`config.mk`:
```
export PLATFORM = sky130hd
export DESIGN_NAME = arcade_io_ports_barrel_shifter
export DESIGN_NICKNAME = d
export VERILOG_FILES = /design/src/hw/rtl/aiob_pkg.sv /design/src/hw/rtl/aiob_front.sv /design/src/hw/rtl/aiob_queue.sv /design/src/hw/rtl/aiob_back.sv /design/src/hw/rtl/arcade_io_ports_barrel_shifter.sv
export SDC_FILE = /design/constraint.sdc
export NUM_CORES = 1
export LEC_CHECK = 0
export ABC_AREA = 0
export ABC_CLOCK_PERIOD_IN_PS = 2540
export BUFFER_PORTS_ARGS = -buffer_cell sky130_fd_sc_hd__buf_2
export CAP_MARGIN = 20
export CORE_ASPECT_RATIO = 1.5
export CORE_MARGIN = 1
export CORE_UTILIZATION = 35
export DETAILED_ROUTE_END_ITERATION = 8
export SKIP_CTS_REPAIR_TIMING = 1
export SLEW_MARGIN = 20
export SYNTH_ARGS = -nofsm -noshare
export SYNTH_HDL_FRONTEND = slang
export SYNTH_SLANG_ARGS = --single-unit
export TNS_END_PERCENT = 10
```
`constraint.sdc`:
```
create_clock -name clk_i -period 2.54 [get_ports clk_i]
set_input_delay 0 -clock clk_i [delete_from_list [all_inputs] [get_ports clk_i]]
set_output_delay 0 -clock clk_i [all_outputs]
set_load 0.02 [all_outputs]
```
`src/hw/rtl/aiob_pkg.sv`:
```
// ----------------------------------------------------------------------------
// aiob_pkg
// Shared types and constants for the arcade I/O port bank with barrel shifter.
// ----------------------------------------------------------------------------
package aiob_pkg;

  // Command flag carried in tuser
  localparam logic CMD_READ  = 1'b0;
  localparam logic CMD_WRITE = 1'b1;

  // Port addresses
  localparam logic [7:0] PORT_INP0  = 8'h00;
  localparam logic [7:0] PORT_INP1  = 8'h01;
  localparam logic [7:0] PORT_SHAMT = 8'h02;
  localparam logic [7:0] PORT_SNDA  = 8'h03;
  localparam logic [7:0] PORT_SHIFT = 8'h04;
  localparam logic [7:0] PORT_SNDB  = 8'h05;

  // Fixed read values
  localparam logic [7:0] RD_INP0    = 8'h0f;
  localparam logic [7:0] RD_INP2    = 8'h00;
  localparam logic [7:0] RD_OPEN    = 8'hff;
  localparam logic [7:0] BTN_FORCED = 8'h08;

  localparam int unsigned QUEUE_DEPTH = 2;

  // Classified operation
  typedef enum logic [2:0] {
    OP_RD_CONST,  // read with value already resolved in the front
    OP_RD_WINDOW, // read of the shifter window
    OP_WR_SHAMT,
    OP_WR_SNDA,
    OP_WR_SHIFT,
    OP_WR_SNDB,
    OP_NOP        // write to a read-only or unused port
  } op_e;

  typedef struct packed {
    op_e        op;
    logic [7:0] arg; // write data, or the resolved read value
  } entry_t;

endpackage

```
`src/hw/rtl/aiob_front.sv`:
```
// ----------------------------------------------------------------------------
// aiob_front
// Decodes a port access into an operation and an argument byte.
// ----------------------------------------------------------------------------
module aiob_front
  import aiob_pkg::*;
(
  input  logic       cmd_i,
  input  logic [7:0] port_number_i,
  input  logic [7:0] write_data_i,
  input  logic [6:0] button_state_i,
  output entry_t     entry_o
);

  always_comb begin
    entry_o.op  = OP_NOP;
    entry_o.arg = write_data_i;
    if (cmd_i == CMD_READ) begin
      entry_o.op = OP_RD_CONST;
      unique case (port_number_i)
        PORT_INP0:  entry_o.arg = RD_INP0;
        PORT_INP1:  entry_o.arg = {1'b0, button_state_i} | BTN_FORCED;
        PORT_SHAMT: entry_o.arg = RD_INP2;
        PORT_SNDA:  entry_o.op  = OP_RD_WINDOW;
        default:    entry_o.arg = RD_OPEN;
      endcase
    end else begin
      unique case (port_number_i)
        PORT_SHAMT: entry_o.op = OP_WR_SHAMT;
        PORT_SNDA:  entry_o.op = OP_WR_SNDA;
        PORT_SHIFT: entry_o.op = OP_WR_SHIFT;
        PORT_SNDB:  entry_o.op = OP_WR_SNDB;
        default:    entry_o.op = OP_NOP;
      endcase
    end
  end

endmodule

```
`src/hw/rtl/aiob_queue.sv`:
```
// ----------------------------------------------------------------------------
// aiob_queue
// Two-entry FIFO between decode and execute; push and pop can happen in the same cycle.
// ----------------------------------------------------------------------------
module aiob_queue
  import aiob_pkg::*;
(
  input  logic   clk_i,
  input  logic   rst_ni,
  input  logic   push_i,
  input  entry_t push_entry_i,
  output logic   full_o,
  input  logic   pop_i,
  output logic   empty_o,
  output entry_t pop_entry_o
);

  localparam int unsigned PtrW = $clog2(QUEUE_DEPTH);
  localparam int unsigned CntW = $clog2(QUEUE_DEPTH + 1);

  entry_t            mem_q [QUEUE_DEPTH];
  logic [PtrW-1:0]   wr_ptr_q, wr_ptr_d;
  logic [PtrW-1:0]   rd_ptr_q, rd_ptr_d;
  logic [CntW-1:0]   count_q, count_d;
  logic              do_push, do_pop;

  assign full_o      = (count_q == CntW'(QUEUE_DEPTH));
  assign empty_o     = (count_q == '0);
  assign do_push     = push_i && !full_o;
  assign do_pop      = pop_i && !empty_o;
  assign pop_entry_o = mem_q[rd_ptr_q];

  always_comb begin
    wr_ptr_d = wr_ptr_q;
    rd_ptr_d = rd_ptr_q;
    count_d  = count_q;
    if (do_push) begin
      wr_ptr_d = (wr_ptr_q == PtrW'(QUEUE_DEPTH - 1)) ? '0 : wr_ptr_q + 1'b1;
    end
    if (do_pop) begin
      rd_ptr_d = (rd_ptr_q == PtrW'(QUEUE_DEPTH - 1)) ? '0 : rd_ptr_q + 1'b1;
    end
    if (do_push && !do_pop) begin
      count_d = count_q + 1'b1;
    end else if (do_pop && !do_push) begin
      count_d = count_q - 1'b1;
    end
  end

  always_ff @(posedge clk_i or negedge rst_ni) begin
    if (!rst_ni) begin
      wr_ptr_q <= '0;
      rd_ptr_q <= '0;
      count_q  <= '0;
    end else begin
      wr_ptr_q <= wr_ptr_d;
      rd_ptr_q <= rd_ptr_d;
      count_q  <= count_d;
    end
  end

  always_ff @(posedge clk_i) begin
    if (do_push) begin
      mem_q[wr_ptr_q] <= push_entry_i;
    end
  end

endmodule

```
`src/hw/rtl/aiob_back.sv`:
```
// ----------------------------------------------------------------------------
// aiob_back
// Executes queued operations: shifter, sound edge detect, output register.
// ----------------------------------------------------------------------------
module aiob_back
  import aiob_pkg::*;
(
  input  logic        clk_i,
  input  logic        rst_ni,
  input  logic        avail_i,
  input  entry_t      entry_i,
  output logic        pop_o,
  output logic        out_valid_o,
  input  logic        out_ready_i,
  output logic [7:0]  read_data_o,
  output logic [8:0]  sound_start_o,
  output logic        ufo_stop_o
);

  logic [7:0]  shift_high_q, shift_high_d;
  logic [7:0]  shift_low_q, shift_low_d;
  logic [2:0]  shift_amount_q, shift_amount_d;
  logic [3:0]  snd_a_q, snd_a_d;
  logic [4:0]  snd_b_q, snd_b_d;
  logic        valid_q;
  logic [7:0]  rd_q, rd_d;
  logic [8:0]  start_q, start_d;
  logic        stop_q, stop_d;
  logic [15:0] window;

  // Output register frees up whenever it is empty or being drained
  assign pop_o  = avail_i && (!valid_q || out_ready_i);
  assign window = {shift_high_q, shift_low_q} << shift_amount_q;

  always_comb begin
    shift_high_d   = shift_high_q;
    shift_low_d    = shift_low_q;
    shift_amount_d = shift_amount_q;
    snd_a_d        = snd_a_q;
    snd_b_d        = snd_b_q;
    rd_d           = '0;
    start_d        = '0;
    stop_d         = 1'b0;
    unique case (entry_i.op)
      OP_RD_CONST:  rd_d = entry_i.arg;
      OP_RD_WINDOW: rd_d = window[15:8];
      OP_WR_SHAMT:  shift_amount_d = entry_i.arg[2:0];
      OP_WR_SNDA: begin
        snd_a_d      = entry_i.arg[3:0];
        start_d[3:0] = entry_i.arg[3:0] & ~snd_a_q;
        stop_d       = snd_a_q[0] & ~entry_i.arg[0];
      end
      OP_WR_SHIFT: begin
        shift_low_d  = shift_high_q;
        shift_high_d = entry_i.arg;
      end
      OP_WR_SNDB: begin
        snd_b_d      = entry_i.arg[4:0];
        start_d[8:4] = entry_i.arg[4:0] & ~snd_b_q;
      end
      default: ;
    endcase
  end

  always_ff @(posedge clk_i or negedge rst_ni) begin
    if (!rst_ni) begin
      shift_high_q   <= '0;
      shift_low_q    <= '0;
      shift_amount_q <= '0;
      snd_a_q        <= '0;
      snd_b_q        <= '0;
      valid_q        <= 1'b0;
    end else begin
      if (pop_o) begin
        shift_high_q   <= shift_high_d;
        shift_low_q    <= shift_low_d;
        shift_amount_q <= shift_amount_d;
        snd_a_q        <= snd_a_d;
        snd_b_q        <= snd_b_d;
        valid_q        <= 1'b1;
      end else if (out_ready_i) begin
        valid_q <= 1'b0;
      end
    end
  end

  always_ff @(posedge clk_i) begin
    if (pop_o) begin
      rd_q    <= rd_d;
      start_q <= start_d;
      stop_q  <= stop_d;
    end
  end

  assign out_valid_o   = valid_q;
  assign read_data_o   = rd_q;
  assign sound_start_o = start_q;
  assign ufo_stop_o    = stop_q;

endmodule

```
`src/hw/rtl/arcade_io_ports_barrel_shifter.sv`:
```
// ----------------------------------------------------------------------------
// arcade_io_ports_barrel_shifter
// Port bank of an 8080 arcade board: input ports, 16-bit barrel shifter
// window and sound trigger edge detect, one result word per access word.
// ----------------------------------------------------------------------------
//
//  channel | dir | handshake              | contents
//  --------+-----+------------------------+----------------------------------
//  s_axis  | in  | s_axis_tvalid/tready   | one port access (read or write)
//  m_axis  | out | m_axis_tvalid/tready   | read byte and sound pulses
//
//  Throughput: one word per cycle sustained while m_axis_tready stays high;
//  the accepted word is written to a queue slot, and the back end pops it
//  into the output register once that register is empty or being drained.
//  Reset clears the shifter, shift amount, sound history and the queue.
//  The 2-entry queue absorbs output stalls; s_axis_tready drops only when
//  it is full. The output register holds its word while m_axis_tready is low.
//
module arcade_io_ports_barrel_shifter
  import aiob_pkg::*;
(
  input  logic        clk_i,
  input  logic        rst_ni,
  input  logic        s_axis_tvalid,
  output logic        s_axis_tready,
  // [7:0] port_number, [15:8] write_data, [22:16] button_state, [23] zero
  input  logic [23:0] s_axis_tdata,
  // [0] cmd (0 = read, 1 = write)
  input  logic        s_axis_tuser,
  output logic        m_axis_tvalid,
  input  logic        m_axis_tready,
  // [7:0] read_data, [16:8] sound_start, [17] ufo_stop, [23:18] zero
  output logic [23:0] m_axis_tdata
);

  entry_t     dec_entry;
  entry_t     q_entry;
  logic       q_full;
  logic       q_empty;
  logic       q_pop;
  logic [7:0] read_data;
  logic [8:0] sound_start;
  logic       ufo_stop;

  // Front: classify the access; constant reads are resolved here
  aiob_front u_front (
    .cmd_i          (s_axis_tuser),
    .port_number_i  (s_axis_tdata[7:0]),
    .write_data_i   (s_axis_tdata[15:8]),
    .button_state_i (s_axis_tdata[22:16]),
    .entry_o        (dec_entry)
  );

  assign s_axis_tready = !q_full;

  aiob_queue u_queue (
    .clk_i        (clk_i),
    .rst_ni       (rst_ni),
    .push_i       (s_axis_tvalid),
    .push_entry_i (dec_entry),
    .full_o       (q_full),
    .pop_i        (q_pop),
    .empty_o      (q_empty),
    .pop_entry_o  (q_entry)
  );

  // Back: state updates happen in queue order, one per pop
  aiob_back u_back (
    .clk_i         (clk_i),
    .rst_ni        (rst_ni),
    .avail_i       (!q_empty),
    .entry_i       (q_entry),
    .pop_o         (q_pop),
    .out_valid_o   (m_axis_tvalid),
    .out_ready_i   (m_axis_tready),
    .read_data_o   (read_data),
    .sound_start_o (sound_start),
    .ufo_stop_o    (ufo_stop)
  );

  assign m_axis_tdata = {6'b0, ufo_stop, sound_start, read_data};

endmodule

```
# [Word-level counts from Yosys, hierarchy flattened]
# Memories as Yosys holds them, arrays and structs flattened.
# Cells that the tools add are included.
[op_classes] add_sub_neg=4 eq_ne=11 n_shift=1 mux=14 n_bitwise=6 n_reduce_logical=20
[ops] operator="8-bit one-hot mux with 4 select lines" n=1
[ops] operator="8-bit by 2-bit equality test with 1-bit output, second input constant" n=2
[ops] operator="8-bit by 3-bit equality test with 1-bit output, second input constant" n=2
[ops] operator="8-bit one-hot mux with 2 select lines" n=1
[ops] operator="16-bit by 3-bit left shift with 16-bit output" n=1
[ops] operator="3-bit one-hot mux with 4 select lines" n=1
[ops] operator="8-bit by 1-bit equality test with 1-bit output, second input constant" n=1
[ops] operator="8-bit zero test" n=1
[ops] operator="8-bit 2-to-1 mux" n=1
[ops] operator="2-bit AND reduction" n=4
[ops] operator="1-bit 2-to-1 mux" n=7
[ops] operator="3-bit by 2-bit equality test with 1-bit output, second input constant" n=2
[ops] operator="3-bit equality test, second input constant" n=2
[ops] operator="5-bit AND" n=1
[ops] operator="1-bit logical AND" n=5
[ops] operator="1-bit zero test" n=5
[ops] operator="5-bit NOT" n=1
[ops] operator="4-bit AND" n=1
[ops] operator="2-bit 2-to-1 mux" n=2
[ops] operator="4-bit NOT" n=1
[ops] operator="2-bit nonzero test" n=2
[ops] operator="3-bit by 1-bit equality test with 1-bit output, second input constant" n=1
[ops] operator="3-bit zero test" n=1
[ops] operator="3-bit 2-to-1 mux" n=1
[ops] operator="other kinds (8)" n=9
[totals] ff_bits=51 ram_bits=22 in_bits=29 elab_cells=70 memories=1
[memory_table] memory="u_queue.mem_q" depth=2 word_bits=11 read_ports=1 rd_clocked_by_memory_dff=0 wr=1 line_no="aiob_queue.sv:21" text="entry_t mem_q [QUEUE_DEPTH];"

# [Depth between registers and ports, before layout]
# Gate-level depths: netlist of run 1.
[logic_depth] ltp_word=7 mapped_depth=7 ltp_nobuf=7

# [Hierarchy]
# From an unflattened synthesis of run 1, not the netlist that was laid out.
[unflattened] hier_cells=264 hier_area_um2=3585.9
[by_module_without_submodules] module="aiob_back" instances=1 cells_per_inst=154 area_per_inst_um2=2210.9 seq_area_each_um2=1241.2
[by_module_without_submodules] module="aiob_queue" instances=1 cells_per_inst=53 area_per_inst_um2=1002.2 seq_area_each_um2=760.7
[by_module_without_submodules] module="aiob_front" instances=1 cells_per_inst=47 area_per_inst_um2=309.0 seq_area_each_um2=0.0
[by_module_without_submodules] module="arcade_io_ports_barrel_shifter" instances=1 cells_per_inst=10 area_per_inst_um2=63.8 seq_area_each_um2=0.0

# [Worst setup path before layout of run 1]
# Ideal clock, no wire load.
[synth_path] kind="register to register" start="register u_queue.rd_ptr_q" end="register u_back.snd_a_q[0]" setup_ns=0.127 arrival_time_ns=1.616 required_ns=2.413 path_slack_ns=0.797 path_stages_with_launch=5 path_buffers=1 synth_period_minus_slack_ns=1.743 cell_sequence="dfrtp_1 -> buf_6 -> or3b_4 -> a2111oi_4 -> mux2_1"
[synth_between] elab_chain_cells=3
[synth_rtl] item="start, declared" line_no="aiob_queue.sv:23" text="logic [PtrW-1:0] rd_ptr_q, rd_ptr_d;"
[synth_rtl] item="start signal, assigned" line_no="aiob_queue.sv:57" text="rd_ptr_q <= rd_ptr_d;"
[synth_rtl] item="memory read 2 x 11 bit (*)"
[synth_rtl] item="3-bit by 2-bit equality test with 1-bit output" line_no="aiob_back.sv:44" text="unique case (entry_i.op)"
[synth_rtl] item="2-bit AND reduction (no line)"
[synth_rtl] item="end signal, assigned" line_no="aiob_back.sv:78" text="snd_a_q <= snd_a_d;"
[synth_rtl] item="end, declared" line_no="aiob_back.sv:23" text="logic [3:0] snd_a_q, snd_a_d;"
# Mark *: on every way between the ends. The rest lies on a longest branch, timed or not.
# A chain may end at the register's enable or synchronous reset.

# [Final worst setup path of run 1]
[layout_path] start="register u_queue.rd_ptr_q" end="register u_back.rd_q[7] (netlist: u_back.read_data_o[7]), data pin"
[layout_between] elab_chain_cells=3
[layout_rtl] item="memory read 2 x 11 bit (*)"
[layout_rtl] item="3-bit by 1-bit equality test with 1-bit output / 3-bit zero test (equally long branches)" line_no="aiob_back.sv:44"
[layout_rtl] item="8-bit one-hot mux with 2 select lines (*)" line_no="aiob_back.sv:44"
[layout_rtl] item="net u_back.rd_d[7]" line_no="aiob_back.sv:26" text="logic [7:0] rd_q, rd_d;"
[layout_rtl] item="end signal, assigned" line_no="aiob_back.sv:89" text="rd_q <= rd_d;"
[layout_rtl] item="end, declared" line_no="aiob_back.sv:26"
# Mark *: on every way through the listed nets, which the timed path passes. The rest lies on a longest branch.

==> impl_metrics.toml, run 1 <==
[sta]
hold_violations = 3
finalSetupViolCount = 0
maxSlewViolCount = 0
max_freq_mhz = 439
tightest_slew_ns = 0.727
worst_hold_slack_ns = -0.0260
min_period_ns = 2.28
min_period_over_period_pct = 89.6
fin_ws_ns = 0.264
setup_tns_ns = 0
finalClockSkew_ns = 0.00487
rsz0062_at_grt = "false"
timing.slew.headroom_pct = 51.6

[power_and_ir_drop]
p_int_mw = 3.45
switching_share_pct = 34.3
p_switching_mw = 1.80
p_comb_share_pct = 34.9
p_total_mw = 5.25
clockPowerShare_pct = 23.8
sequentialPowerShare_pct = 41.3
power.static_leakage_nw = 1.66
peakVddDrop_mv = 0.372
powerDensity_nw_per_um2 = 1250

[drt]
vias_per_cell = 5.21
dr.pass1.iters = 6
initialDrtViolationCount = 99
ant_nets = 0
wl_per_cell_um = 15.7
vias = 2216
wirelength_mm = 6.68
drc_errors = 0

[synthesis]
synthesis.area_sq_um = 3590
synthArstFlopShare_pct = 44.4
synth_cells = 257
synthFlopType = "edfxtp_1"
ys_seq_elements = 72
synth-seq-area-share_pct = 55.7
synth_cell_type_count = 46
syn_area_per_cell_sq_um = 14.0
synth_edf_count = 40
yosys_warnings = 0

[floorplan]
ioPinCount = 55
dieArea_sq_um = 10700
rows = 44
initial_core_util_pct = 36.5
core_area_sq_um = 9850
dieHeight_um = 126
die_x_um = 84.7

[finish]
nets = 335
area_delta_synth_final_pct = 17.0
design_area_sq_um = 4200
post-route-util_pct = 42.7
final_common_cell = "buf_2"
layout-drive-gt1-share_pct = 36.8
final_cell_mix = "buf_2, edfxtp_1, mux2_2"
antennaDiodeCount = 0

[run_status]
status = "finished with violations"
violations = "negative hold slack"

[clock_network]
cts_root_buf = "clkbuf_16"
cts_sinks = 72
clk_latency_ns = 0.33
clockBufferDepth = 2
cts_tree = "yes"
path_clk_slew_ns = 0.05
cts_buffers = 9
htree_levels = 3

[critical_path]
worst_setup_path_end_kind = "register"
cp_max_fo = 14
critPathKind = "reg -> reg"
start_kind = "register"
worstPathArrival_ns = 2.43
worst_ep_required_time_ns = 2.69

[flow_run]
cap_violations = 0

[hold_path]
hold_class = "in -> reg"

[placed_design]
routabilityCongestion = 0.865
postPlaceCellArea_sq_um = 3890
dp_slack_ns = 0.308
dp_hpwl_mm = 5.08
io_buffers = 46

[grt]
gr-total-overflow = 0
grt_first_pass_wirelength_mm = 11.3
grtUsageTotal_pct = 14.0
grt_pass1_vias = 2251
antenna_found_initial = 0
grt_max_degree = 33
## routing by layer
layer	up-vias	wire (um)	track usage, %
li1	1084	-	-
met4	0	214	8.37
met5	-	0	0
met3	17	240	2.62
met2	60	3490	24.3
met1	1055	2740	15.7
## cell families (layout without fill, tap and decap cells)
logic type	count (synthesis)	in the layout	synth area share, %
AO/OA/AOI/OAI	46	46	10.2
XOR/XNOR	5	5	1.22
adder cells (fa/ha/maj)	1	1	0.348
buffers and inverters	29	77	4.42
flip-flops	72	72	55.7
multiplexers	61	61	21.1
other	1	6	0.104
AND/OR/NAND/NOR	42	42	6.89
## Yosys cell counts, types with 8 or more instances
cell | n | area, sq um
mux4_2 | 8 | 180
o211ai_1 | 8 | 60.1
o221ai_1 | 11 | 96.3
buf_4 | 8 | 60.1
mux2_2 | 35 | 394
dfrtp_1 | 32 | 801
nor3_1 | 10 | 50.1
inv_1 | 10 | 37.5
o21ai_0 | 9 | 45.0
mux2i_1 | 14 | 140
edfxtp_1 | 40 | 1200
## state kept, by name, summed over array words and instances, names as in the netlist
signal and flops:
u_queue.mem_q 22, u_back.sound_start_o 9, u_back.read_data_o 8, u_back.shift_high_q 8
u_back.shift_low_q 7, u_back.snd_b_q 5, u_back.snd_a_q 4, u_back.shift_amount_q 3
u_queue.count_q 2, u_back.out_valid_o 1, u_back.ufo_stop_o 1, u_queue.rd_ptr_q 1
u_queue.wr_ptr_q 1
## power groups by stage
stage | logic, mW | registers, mW | clock network, mW
2_1_floorplan | 1.38 | 2.16 | 0
3_3_place_gp | 1.82 | 2.18 | 0
3_5_place_dp | 1.84 | 2.19 | 0
4_1_cts | 1.85 | 2.17 | 1.27
5_1_grt | 1.98 | 2.25 | 1.32
6_report | 1.83 | 2.17 | 1.25
## worst paths after layout
| kind | from | end | slack, ns | depth (start not counted) |
|---|---|---|---|---|
| worst max-delay path | u_queue.rd_ptr_q | u_back.read_data_o[7] | 0.26 | 4 |
| worst min-delay path | s_axis_tvalid | u_queue.wr_ptr_q | -0.03 | 3 |
| worst max register to register | u_queue.rd_ptr_q | u_back.read_data_o[7] | 0.26 | 4 |
| worst min register to register | u_back.snd_a_q[2] | u_back.snd_a_q[2] | 0.49 | 1 |
| max in group asynchronous | rst_ni | u_back.shift_high_q[6] | 1.80 | 2 |
| min in group asynchronous | rst_ni | u_queue.wr_ptr_q | 0.26 | 2 |
## area by class of cell
class,count,area (sq um)
sequential,72,2000
clock buffer,11,243
timing repair buffer,51,270
multi-input combinational,161,1450
clock inverter,5,56.3
fill,921,5650
inverter,10,37.5
tap,115,144
## critical path: stages, from the launching register on
cell and delay (ns):
dfrtp_1 0.55, buf_4 0.29, nor4b_2 0.67, o21ai_0 0.30
o221ai_1 0.28
## metrics by stage
step	hold WS [ns]	std cells
2_1_floorplan	-0.296	262
3_5_place_dp	0.0930	408
5_1_grt	0.0122	425
3_3_place_gp	0.0820	408
6_report	-0.0260	425
4_1_cts	-0.264	424
Power figures use the tool's default switching activity.
==> run 2: changes to the inputs <==
--- a/config.mk
+++ b/config.mk
@@ -6,11 +6,10 @@
 export NUM_CORES = 1
 export LEC_CHECK = 0
 export ABC_AREA = 0
-export ABC_CLOCK_PERIOD_IN_PS = 2540
+export ABC_CLOCK_PERIOD_IN_PS = 2200
 export BUFFER_PORTS_ARGS = -buffer_cell sky130_fd_sc_hd__buf_2
 export CAP_MARGIN = 20
 export CORE_ASPECT_RATIO = 1.5
-export CORE_MARGIN = 1
 export CORE_UTILIZATION = 35
 export DETAILED_ROUTE_END_ITERATION = 8
 export SKIP_CTS_REPAIR_TIMING = 1
==> constraint.sdc (replaced) <==
create_clock -name clk_i -period 2.2 [get_ports clk_i]
set_input_delay 0 -clock clk_i [delete_from_list [all_inputs] [get_ports clk_i]]
set_output_delay 0 -clock clk_i [all_outputs]
set_load 0.02 [all_outputs]
==> run 2 against run 1 <==
Effect of this change: the flow still finishes with violations (negative hold slack); highest routed layer unchanged; largest power group unchanged; critical endpoint unchanged; critical path depth unchanged; die area stayed put; register-to-register slack got worse by 0.08 ns; flip-flop and latch count unchanged; sequential power is 15% higher; global-route usage shrank 0.058 points; clock power grew 20%.
==> impl_metrics.toml, run 2 (synthesized netlist as in run 1, its figures left out) <==
[critical_path]
cp.buffers_inverters = 1
path_cells = "nor3b_1 > buf_4 > o21ai_0 > o221ai_1"
crit_start = "u_queue.rd_ptr_q"
cpMaxStageDelayCell = "dfrtp_1"
worstPathArrival_ns = 2.06
start_kind = "register"
worst_setup_path_end_kind = "register"
worst_ep_required_time_ns = 2.25
worstRegToRegCells = 4
r2r_setup_slack_ns = 0.19
critPathKind = "reg -> reg"
cp_max_fo = 15
crit_family = "compound AO/OA/AOI/OAI gates"
cpPeakStageDelay_ns = 0.56
r2r_end = "u_back.read_data_o[7]"
worstReg2RegStart = "u_queue.rd_ptr_q"

[drt]
drc_errors = 0
ant_nets = 0
wl_per_cell_um = 15.6
initialDrtViolationCount = 76
vias_per_cell = 5.27
dr.pass1.iters = 6
vias = 2273
wirelength_mm = 6.72

[hold_path]
min_to = "u_queue.wr_ptr_q"
hp-start = "s_axis_tvalid"
hold_class = "in -> reg"
hold_depth = 3

[clock_network]
cts_root_buf = "clkbuf_16"
cts_buffers = 9
cts_sinks = 72
clockBufferDepth = 2
htree_levels = 3
cts_tree = "yes"
clk_latency_ns = 0.34
path_clk_slew_ns = 0.06

[sta]
rsz0062_at_grt = "false"
min_period_ns = 2.01
setup_tns_ns = 0
min_period_over_period_pct = 91.4
tightest_slew_ns = 0.713
maxSlewViolCount = 0
finalSetupViolCount = 0
hold_violations = 3
timing.slew.headroom_pct = 52.4
worst_hold_slack_ns = -0.0245
finalClockSkew_ns = 0.00440
max_freq_mhz = 497

[grt]
grt_util_met3_pct = 3.80
gr-total-overflow = 0
grt_first_pass_wirelength_mm = 11.2
grt_max_degree = 33
grt_busiest_layer = "met2"
grt_util_met1_pct = 14.6
grt_use_met2_pct = 23.9
grtUsageTotal_pct = 13.9
grt_pass1_vias = 2320
antenna_found_initial = 0

[finish]
stdcell_count = 431
final_common_cell = "buf_2"
final_cell_mix = "buf_2, edfxtp_1, mux2_2"
regMostFlops = "u_queue.mem_q"
layout-drive-gt1-share_pct = 38.3
largest_reg_flops = 22
area_delta_synth_final_pct = 18.7
nets = 341
antennaDiodeCount = 0
fillCellCount = 898

[power_and_ir_drop]
clockPowerShare_pct = 24.2
power.static_leakage_nw = 1.70
peakVddDrop_mv = 0.485
p_int_mw = 4.07
switching_share_pct = 34.1
p_switching_mw = 2.10
p_total_mw = 6.17
p_comb_share_pct = 35.5
powerDensity_nw_per_um2 = 1450
sequentialPowerShare_pct = 40.3

[placed_design]
io_buffers = 46
dp_hpwl_mm = 5.22
routabilityCongestion = 0.904
place_inst = 414

[floorplan]
dieArea_sq_um = 10700
rows = 44
initial_core_util_pct = 36.5
dieHeight_um = 126
ioPinCount = 55
core_area_sq_um = 9850
die_x_um = 84.7

[run_status]
violations = "negative hold slack"
status = "finished with violations"

[flow_run]
cap_violations = 0
run 2: through the flow:
stage,utilization [%],instance area [sq um],setup slack (ns)
detailed placement,40.0,3940,0.226
global route,43.3,4270,0.0533
floorplan,-,3610,0.457
CTS,43.2,4260,0.224
finish,43.3,4270,0.188
global placement,40.0,3940,0.265
run 2: layer usage:
layer  vias up  share of wire, %
met5         -                 0
met4         0               4.8
met3        22               4.5
met2        79                51
met1      1077                40
li1       1095                 -
run 2: worst max-delay path by stage:
| stage | to | slack, ns | depth (start not counted) |
|---|---|---|---|
| after floorplan | u_back.snd_a_q[0] | 0.46 | 4 |
| after global placement | u_back.snd_a_q[3] | 0.27 | 3 |
| after detailed placement | u_back.read_data_o[7] | 0.23 | 4 |
| after CTS | u_back.read_data_o[7] | 0.22 | 4 |
| after global routing | u_back.read_data_o[5] | 0.05 | 4 |
| final | u_back.read_data_o[7] | 0.19 | 4 |
run 2: cell type report:
type | instances | area, sq um | share of cell area, %
flip-flops and latches | 72 | 2000 | 46.9
repair buffers | 57 | 315 | 7.39
well taps | 115 | 144 | 3.37
multi-input cells | 161 | 1450 | 34.0
inverters | 10 | 37.5 | 0.880
clock buffers | 10 | 250 | 5.87
clock inverters | 6 | 65.1 | 1.53
run 2: worst min-delay path, stage by stage:
cell and delay [ns]:
buf_2 0.10, nand2_1 0.10, xnor2_1 0.07
run 2: power groups by stage:
| stage | clock network [mW] | logic, mW | registers (mW) |
|---|---|---|---|
| final | 1.50 | 2.19 | 2.49 |
| after global routing | 1.58 | 2.36 | 2.57 |
| after CTS | 1.53 | 2.21 | 2.49 |
| after detailed placement | 0 | 2.21 | 2.51 |
| after global placement | 0 | 2.18 | 2.49 |
| after floorplan | 0 | 1.60 | 2.50 |
